**src/btda_pkg.sv**
```systemverilog
// ----------------------------------------------------------------------------
// btda_pkg: shared types and constants for the decimal ascii emitter
// Widths, controller states and the command/status bundles between the
// controller and the datapath.
// ----------------------------------------------------------------------------
`default_nettype none

package btda_pkg;

  // field widths
  localparam int ValueW  = 32;
  localparam int AsciiW  = 6;
  localparam int DigitW  = 4;

  // decimal digits needed for the full unsigned 32-bit range
  localparam int NumDigits = 10;
  localparam int BcdW      = NumDigits * DigitW;

  // one double-dabble step per input bit
  localparam int ShiftSteps = ValueW;
  localparam int CntW       = $clog2(ShiftSteps);
  localparam int IdxW       = $clog2(NumDigits);

  localparam logic [CntW-1:0]   LastStep  = CntW'(ShiftSteps - 1);
  localparam logic [IdxW-1:0]   TopIdx    = IdxW'(NumDigits - 1);
  localparam logic [AsciiW-1:0] AsciiZero = AsciiW'(48);
  localparam logic [DigitW-1:0] AdjLimit  = DigitW'(5);
  localparam logic [DigitW-1:0] AdjAdd    = DigitW'(3);

  // controller states
  typedef enum logic [1:0] {
    ST_IDLE,
    ST_CONV,
    ST_FIND,
    ST_EMIT
  } state_t;

  // controller to datapath
  typedef struct packed {
    logic load;   // take a new value, clear the bcd word
    logic shift;  // one add-3 and shift step
    logic find;   // locate the leading nonzero digit
    logic emit;   // move one digit into the output register
  } cmd_t;

  // datapath to controller
  typedef struct packed {
    logic conv_done;   // final shift step is being done
    logic last_digit;  // digit pointer at the least significant digit
    logic out_free;    // output register can take a digit this cycle
  } sts_t;

endpackage

`default_nettype wire

```
**src/btda_dp.sv**
```systemverilog
// ----------------------------------------------------------------------------
// btda_dp: conversion and output datapath
// Double-dabble shift register, digit pointer and the output register that
// holds one ascii digit until the receiver takes it.
// ----------------------------------------------------------------------------
`default_nettype none

module btda_dp (
  input  wire logic                            clk,
  input  wire logic                            rst_n,
  input  wire logic [btda_pkg::ValueW-1:0]     in_value,
  input  wire btda_pkg::cmd_t                  cmd,
  output btda_pkg::sts_t                       sts,
  input  wire logic                            out_stall,
  output logic                                 out_valid,
  output logic [btda_pkg::AsciiW-1:0]          out_ascii_digit,
  output logic                                 out_last
);

  logic [btda_pkg::ValueW-1:0]                         bin_r, bin_nxt;
  logic [btda_pkg::NumDigits-1:0][btda_pkg::DigitW-1:0] bcd_r, bcd_nxt;
  logic [btda_pkg::NumDigits-1:0][btda_pkg::DigitW-1:0] bcd_adj;
  logic [btda_pkg::CntW-1:0]                           cnt_r, cnt_nxt;
  logic [btda_pkg::IdxW-1:0]                           idx_r, idx_nxt;
  logic [btda_pkg::IdxW-1:0]                           lead_idx;
  logic                                                out_valid_r, out_valid_nxt;
  logic [btda_pkg::AsciiW-1:0]                         out_digit_r, out_digit_nxt;
  logic                                                out_last_r, out_last_nxt;
  logic [btda_pkg::DigitW-1:0]                         cur_digit;

  // add 3 to every digit of 5 or more before the shift
  always_comb begin
    for (int k = 0; k < btda_pkg::NumDigits; k++) begin
      if (bcd_r[k] >= btda_pkg::AdjLimit) begin
        bcd_adj[k] = bcd_r[k] + btda_pkg::AdjAdd;
      end else begin
        bcd_adj[k] = bcd_r[k];
      end
    end
  end

  // highest nonzero digit, or the lowest digit for zero
  always_comb begin
    lead_idx = '0;
    for (int k = 1; k < btda_pkg::NumDigits; k++) begin
      if (bcd_r[k] != '0) begin
        lead_idx = btda_pkg::IdxW'(k);
      end
    end
  end

  assign cur_digit = bcd_r[idx_r];

  // status back to the controller
  assign sts.conv_done  = (cnt_r == btda_pkg::LastStep);
  assign sts.last_digit = (idx_r == '0);
  assign sts.out_free   = !out_valid_r || !out_stall;

  // next values of the conversion registers
  always_comb begin
    bin_nxt = bin_r;
    bcd_nxt = bcd_r;
    cnt_nxt = cnt_r;
    idx_nxt = idx_r;
    if (cmd.load) begin
      bin_nxt = in_value;
      bcd_nxt = '0;
      cnt_nxt = '0;
    end else if (cmd.shift) begin
      // top bit of the shifted word is always zero for a 32-bit value
      bcd_nxt = btda_pkg::BcdW'({bcd_adj, bin_r[btda_pkg::ValueW-1]});
      bin_nxt = {bin_r[btda_pkg::ValueW-2:0], 1'b0};
      cnt_nxt = cnt_r + 1'b1;
    end else if (cmd.find) begin
      idx_nxt = lead_idx;
    end else if (cmd.emit && (idx_r != '0)) begin
      idx_nxt = idx_r - 1'b1;
    end
  end

  // output register: load on emit, drop valid once the transfer is done
  always_comb begin
    out_valid_nxt = out_valid_r;
    out_digit_nxt = out_digit_r;
    out_last_nxt  = out_last_r;
    if (cmd.emit) begin
      out_valid_nxt = 1'b1;
      out_digit_nxt = btda_pkg::AsciiZero + btda_pkg::AsciiW'(cur_digit);
      out_last_nxt  = (idx_r == '0);
    end else if (out_valid_r && !out_stall) begin
      out_valid_nxt = 1'b0;
    end
  end

  // payload registers
  always_ff @(posedge clk) begin
    bin_r       <= bin_nxt;
    bcd_r       <= bcd_nxt;
    out_digit_r <= out_digit_nxt;
    out_last_r  <= out_last_nxt;
  end

  // control registers
  always_ff @(posedge clk) begin
    if (!rst_n) begin
      cnt_r       <= '0;
      idx_r       <= '0;
      out_valid_r <= 1'b0;
    end else begin
      cnt_r       <= cnt_nxt;
      idx_r       <= idx_nxt;
      out_valid_r <= out_valid_nxt;
    end
  end

  assign out_valid       = out_valid_r;
  assign out_ascii_digit = out_digit_r;
  assign out_last        = out_last_r;

  // digit pointer never leaves the bcd word
  a_idx_range: assert property (@(posedge clk) disable iff (!rst_n)
    idx_r <= btda_pkg::TopIdx)
    else $error("digit pointer out of range");

  // emit only when the output register is free
  a_emit_free: assert property (@(posedge clk) disable iff (!rst_n)
    cmd.emit |-> sts.out_free)
    else $error("emit into a full output register");

  // emitting the lowest digit raises last on the output
  a_last_flag: assert property (@(posedge clk) disable iff (!rst_n)
    cmd.emit && sts.last_digit |=> out_valid_r && out_last_r)
    else $error("last flag missing on final digit");

  // a valid output always holds an ascii decimal digit
  a_ascii_range: assert property (@(posedge clk) disable iff (!rst_n)
    out_valid_r |-> (out_digit_r >= btda_pkg::AsciiZero) &&
                    (out_digit_r <= btda_pkg::AsciiZero + btda_pkg::AsciiW'(9)))
    else $error("output digit not in ascii range");

endmodule

`default_nettype wire

```
**src/btda_ctrl.sv**
```systemverilog
// ----------------------------------------------------------------------------
// btda_ctrl: sequencing controller
// Accepts a value, runs the shift steps, finds the leading digit and hands
// digits one by one to the output register.
// ----------------------------------------------------------------------------
`default_nettype none

module btda_ctrl (
  input  wire logic            clk,
  input  wire logic            rst_n,
  input  wire logic            in_valid,
  output logic                 in_stall,
  input  wire btda_pkg::sts_t  sts,
  output btda_pkg::cmd_t       cmd
);

  btda_pkg::state_t state_r, state_nxt;

  // state register
  always_ff @(posedge clk) begin
    if (!rst_n) begin
      state_r <= btda_pkg::ST_IDLE;
    end else begin
      state_r <= state_nxt;
    end
  end

  // next state and commands
  always_comb begin
    state_nxt = state_r;
    cmd       = '0;
    in_stall  = 1'b1;
    case (state_r)
      btda_pkg::ST_IDLE: begin
        in_stall = 1'b0;
        if (in_valid) begin
          cmd.load  = 1'b1;
          state_nxt = btda_pkg::ST_CONV;
        end
      end
      btda_pkg::ST_CONV: begin
        cmd.shift = 1'b1;
        if (sts.conv_done) begin
          state_nxt = btda_pkg::ST_FIND;
        end
      end
      btda_pkg::ST_FIND: begin
        cmd.find  = 1'b1;
        state_nxt = btda_pkg::ST_EMIT;
      end
      btda_pkg::ST_EMIT: begin
        if (sts.out_free) begin
          cmd.emit = 1'b1;
          if (sts.last_digit) begin
            state_nxt = btda_pkg::ST_IDLE;
          end
        end
      end
      default: begin
        state_nxt = btda_pkg::ST_IDLE;
      end
    endcase
  end

endmodule

`default_nettype wire

```
**src/binary_to_decimal_ascii_emitter.sv**
```systemverilog
// ----------------------------------------------------------------------------
// binary_to_decimal_ascii_emitter: unsigned 32-bit number to ascii digits
// Prints one number per input transfer as decimal ascii characters,
// most significant first, no leading zeros, last flag on the final digit.
// ----------------------------------------------------------------------------
// Usage:
//   Input channel in_valid/in_stall/in_value carries one unsigned 32-bit
//   number per transfer. Output channel out_valid/out_stall carries one
//   character per transfer on out_ascii_digit, with out_last high on the
//   final character of the number. Zero prints as a single '0'.
//   Timing: the number is accepted, then converted by 32 double-dabble
//   steps (one shift per cycle through the bcd shift register), then
//   the leading digit is found. Characters then follow one per cycle
//   while out_stall is low.
//   in_stall is low only while the controller is idle; the final character
//   may still wait in the output register while the next number is taken.
//   When out_stall is high the output register holds its character and the
//   controller waits. A synchronous reset (rst_n low) returns the
//   controller to idle and empties the output register.
// ----------------------------------------------------------------------------
`default_nettype none

module binary_to_decimal_ascii_emitter (
  input  wire logic                         clk,
  input  wire logic                         rst_n,
  input  wire logic                         in_valid,
  output logic                              in_stall,
  input  wire logic [btda_pkg::ValueW-1:0]  in_value,
  output logic                              out_valid,
  input  wire logic                         out_stall,
  output logic [btda_pkg::AsciiW-1:0]       out_ascii_digit,
  output logic                              out_last
);

  btda_pkg::cmd_t cmd;
  btda_pkg::sts_t sts;

  // sequencing
  btda_ctrl u_ctrl (
    .clk      (clk),
    .rst_n    (rst_n),
    .in_valid (in_valid),
    .in_stall (in_stall),
    .sts      (sts),
    .cmd      (cmd)
  );

  // conversion and output register
  btda_dp u_dp (
    .clk             (clk),
    .rst_n           (rst_n),
    .in_value        (in_value),
    .cmd             (cmd),
    .sts             (sts),
    .out_stall       (out_stall),
    .out_valid       (out_valid),
    .out_ascii_digit (out_ascii_digit),
    .out_last        (out_last)
  );

endmodule

`default_nettype wire

```
**config.mk**
```make
export PLATFORM = sky130hd
export DESIGN_NAME = binary_to_decimal_ascii_emitter
export DESIGN_NICKNAME = d
export VERILOG_FILES = /design/src/btda_pkg.sv /design/src/btda_dp.sv /design/src/btda_ctrl.sv /design/src/binary_to_decimal_ascii_emitter.sv
export SDC_FILE = /design/constraint.sdc
export NUM_CORES = 1
export LEC_CHECK = 0
export BUFFER_PORTS_ARGS = -buffer_cell sky130_fd_sc_hd__buf_2
export CORE_AREA = 4 4 99 101
export DETAILED_ROUTE_END_ITERATION = 10
export DIE_AREA = 0 0 103 105
export GPL_TIMING_DRIVEN = 1
export PLACE_DENSITY = 0.74
export SETUP_SLACK_MARGIN = 0.2
export SLEW_MARGIN = 20
export SYNTH_ARGS = -nofsm -noshare
export SYNTH_HDL_FRONTEND = slang
export SYNTH_HIERARCHICAL = 1
export SYNTH_SLANG_ARGS = --single-unit
```
**constraint.sdc**
```tcl
create_clock -name clk -period 2.55 [get_ports clk]
set_clock_uncertainty 0.2 [all_clocks]
set_input_delay 0.1275 -clock clk [delete_from_list [all_inputs] [get_ports clk]]
set_output_delay 0.1275 -clock clk [all_outputs]
set_load 0.05 [all_outputs]
```
==> impl_results.md <==
* Final slew viol count at 0
* Leakage power at 2.19 nW
* Sequential area share after synthesis at 0.446
* # DRC at 0
* Crit path time final at 2.26 ns
* Main synth FF type: dfxtp_1
* Share of post-route cells with drive strength above 1 at 0.212
* Cells after Synth at 453
* PwrDens at 840 nW/um^2
* Final Non-Filler Cells at 645
* Finished Cell Area at 5800 um^2
* First-pass GRT wire length at 17.2 mm
* Setup ws final at 0.295 ns
* Port bufs at 42
* Crit path max-delay family: simple AND/OR/NAND/NOR gates
* CTS Buf Count at 9
* Netlist Area Pre-Place at 4830 um^2
* CP max-delay cell: nor3_1
* Via density at 5.62
* DR pass1 iterations at 5
* Cell Rows at 35
* Worst path buffer plus inverter count at 3
* Hold WC Path Type: in2reg
* CTS tree: yes
* Deepest clock path buffer count at 2
* Post-route ant nets at 0
* Total Power at 4.87 mW
* Vias at 3622
* Worst Path Max Fanout at 5
* Initial antenna violation count at 0
* FMAX at 0.443 GHz
* Final net count at 593
* Crit Path Category: reg2reg
* Clock sink count at 89
* Slew @ Worst Pin at 0.681 ns
* Top-area cell type share of the netlist area at 0.230
* Worst-Skew Late Latency at 0.36 ns
* Syn_area_per_cell at 10.7 um^2
* Remaining global-route overflow at 0
* Final Hold Vio Count at 0
* Pin count of the biggest net entering global routing at 55
* Root Driver: clkbuf_8
* Critical path launch point type: flip-flop
* HPWL Detailed at 6.74 mm
* CTS clk-pin slew, worst paths at 0.09 ns
* Antenna Cells at 0
* Relative max-transition margin at 0.545
* WL final at 10.9 mm
* Mean routed wirelength per cell at 16.9 um
* Die area at 10800 um^2
* # setup viols final at 0
* Initial drt markers at 174
* Vert. Die Dim at 105 um
* Worst-case vdd ir drop at 0.586 mV
* CTS H-tree lvls at 3
* Core area at 9020 um^2
* Crit end category: flip-flop
* Vias in the first global route at 3629
* EDFF count, synth at 37
* TNS Setup at 0 ns
* Arr. time, crit path at 2.32 ns
* RSZ-0062 raised after global routing: no
* Distinct cells, synth at 50
* CP Cell Sequence: inv_1 > ha_1 > clkinvlp_4 > nor2_4 > nor2_2 > inv_6 > nor3_1 > o21ai_0 > and3_1
* Crit-path max cell delay at 0.45 ns
* Cells after DPL at 593
* Pre-CTS setup slack at 0.317 ns
* Commonest cells post-synth: 52 x dfxtp_1, 37 x edfxtp_1, 34 x mux2_2, 29 x inv_1, 29 x nand2b_1
* Ys Warns at 6
* Area Overhead vs Synth at 20.1%
* Num ports at 45
* Async S/R FF share, synth at 0
* Initial Util at 0.535
* Die width at 103 um
* Worst EP required at 2.61 ns
* Gr usage total at 0.200
* Fin crit share at 0.884
* RePlAce Congestion at 0.808
* Top-count cell post-synth: dfxtp_1
* Total of max-cap violations at 0
* Status: finished clean
* Filler cells at 674
* Area leader, netlist: edfxtp_1
* Synth top area cells: edfxtp_1 23%, dfxtp_1 22%, mux2_2 7.9%
* Flops & latches, synth at 89
* Post-Place Cell Area at 5200 um^2
## final timing paths
path | from | to | slack, ns | depth (start not counted)
setup / recovery | u_ctrl/state_r[0] | u_dp/idx_r[3] | 0.29 | 9
hold / removal | in_valid | u_dp/bcd_r[3] | 0.18 | 5
setup reg to reg | u_ctrl/state_r[0] | u_dp/idx_r[3] | 0.29 | 9
hold reg to reg | u_dp/bcd_r[37] | u_dp/bcd_r[37] | 0.31 | 2
## flip-flops by register name, summed over array words and instances (netlist names)
name                  cells
u_dp/out_ascii_digit      4
u_dp/cnt_r                5
u_ctrl/state_r            2
u_dp/out_last             1
u_dp/idx_r                4
u_dp/bin_r               32
u_dp/out_valid            1
u_dp/bcd_r               40
## layout by cell type (no fill, tap or decap), drive strengths merged, types with 3 or more instances in the layout
| cell | netlist | routed |
|---|---|---|
| dfxtp | 52 | 52 |
| mux2 | 34 | 34 |
| xnor2 | 20 | 20 |
| nand3b | 7 | 7 |
| buf | 15 | 52 |
| nand4 | 3 | 3 |
| nor2 | 12 | 12 |
| a22o | 7 | 7 |
| o21ai | 27 | 27 |
| dlygate4sd3 | 0 | 35 |
| ha | 28 | 28 |
| mux4 | 8 | 8 |
| inv | 30 | 31 |
| nor3b | 7 | 7 |
| a21oi | 28 | 28 |
| mux2i | 16 | 16 |
| clkbuf | 8 | 11 |
| a22oi | 5 | 5 |
| nand3 | 13 | 13 |
| nand2 | 22 | 22 |
| nor2b | 3 | 3 |
| nand2b | 29 | 29 |
| o22ai | 13 | 13 |
| edfxtp | 37 | 37 |
## final cells by class
cell class	count	area, um^2	share of cell area
Clock buffer	11	153	0.0263
Clock inverter	5	82.6	0.0142
Inverter	30	121	0.0209
Multi-Input combinational cell	312	2470	0.427
Sequential cell	89	2150	0.371
Tap cell	111	139	0.0240
Timing Repair Buffer	87	677	0.117
## worst reg2reg max path, stage by stage (launching register included)
cell and delay, ns:
dfxtp_1 0.41, inv_1 0.11, ha_1 0.25, clkinvlp_4 0.10
nor2_4 0.05, nor2_2 0.18, inv_6 0.04, nor3_1 0.45
o21ai_0 0.16, and3_1 0.21
## power breakdown
part / switching [mW] / internal, mW
combinational: 0.933 / 0.705
sequential: 0.132 / 1.97
clock: 0.518 / 0.616
## stage by stage
stage / util / hold slack, ns
after floorplan: - / 0.0557
after global placement: 0.576 / 0.195
after detailed placement: 0.576 / 0.213
after CTS: 0.641 / 0.109
after global routing: 0.643 / 0.200
final: 0.643 / 0.175
## layer usage
metal	up-vias	wire length, um	GRT usage
met2	95	5300	0.338
met3	19	624	0.0394
met1	1729	4770	0.248
li1	1779	-	-
met5	-	0	0
met4	0	193	0.0749
## kinds of logic (layout without fill, tap and decap cells)
kind of cell,Yosys count,count (layout),synth area share
multiplexers,58,58,0.151
AND/OR/NAND/NOR,110,110,0.132
buffers and inverters,53,133,0.0446
AO/OA/AOI/OAI,92,92,0.114
other,1,2,0.000777
adder cells (fa/ha/maj),28,28,0.0726
flip-flops,89,89,0.446
XOR/XNOR,22,22,0.0399
## timing repair
item / 4_1_cts / 5_1_grt
resized for setup: 0 / 1
hold buffers: 35 / 0
endpoints found under the hold margin: 44 / 0
setup buffers: 0 / 1
setup endpoints to repair: 0 / 2
Note: power is estimated with default switching activity, not from simulation.
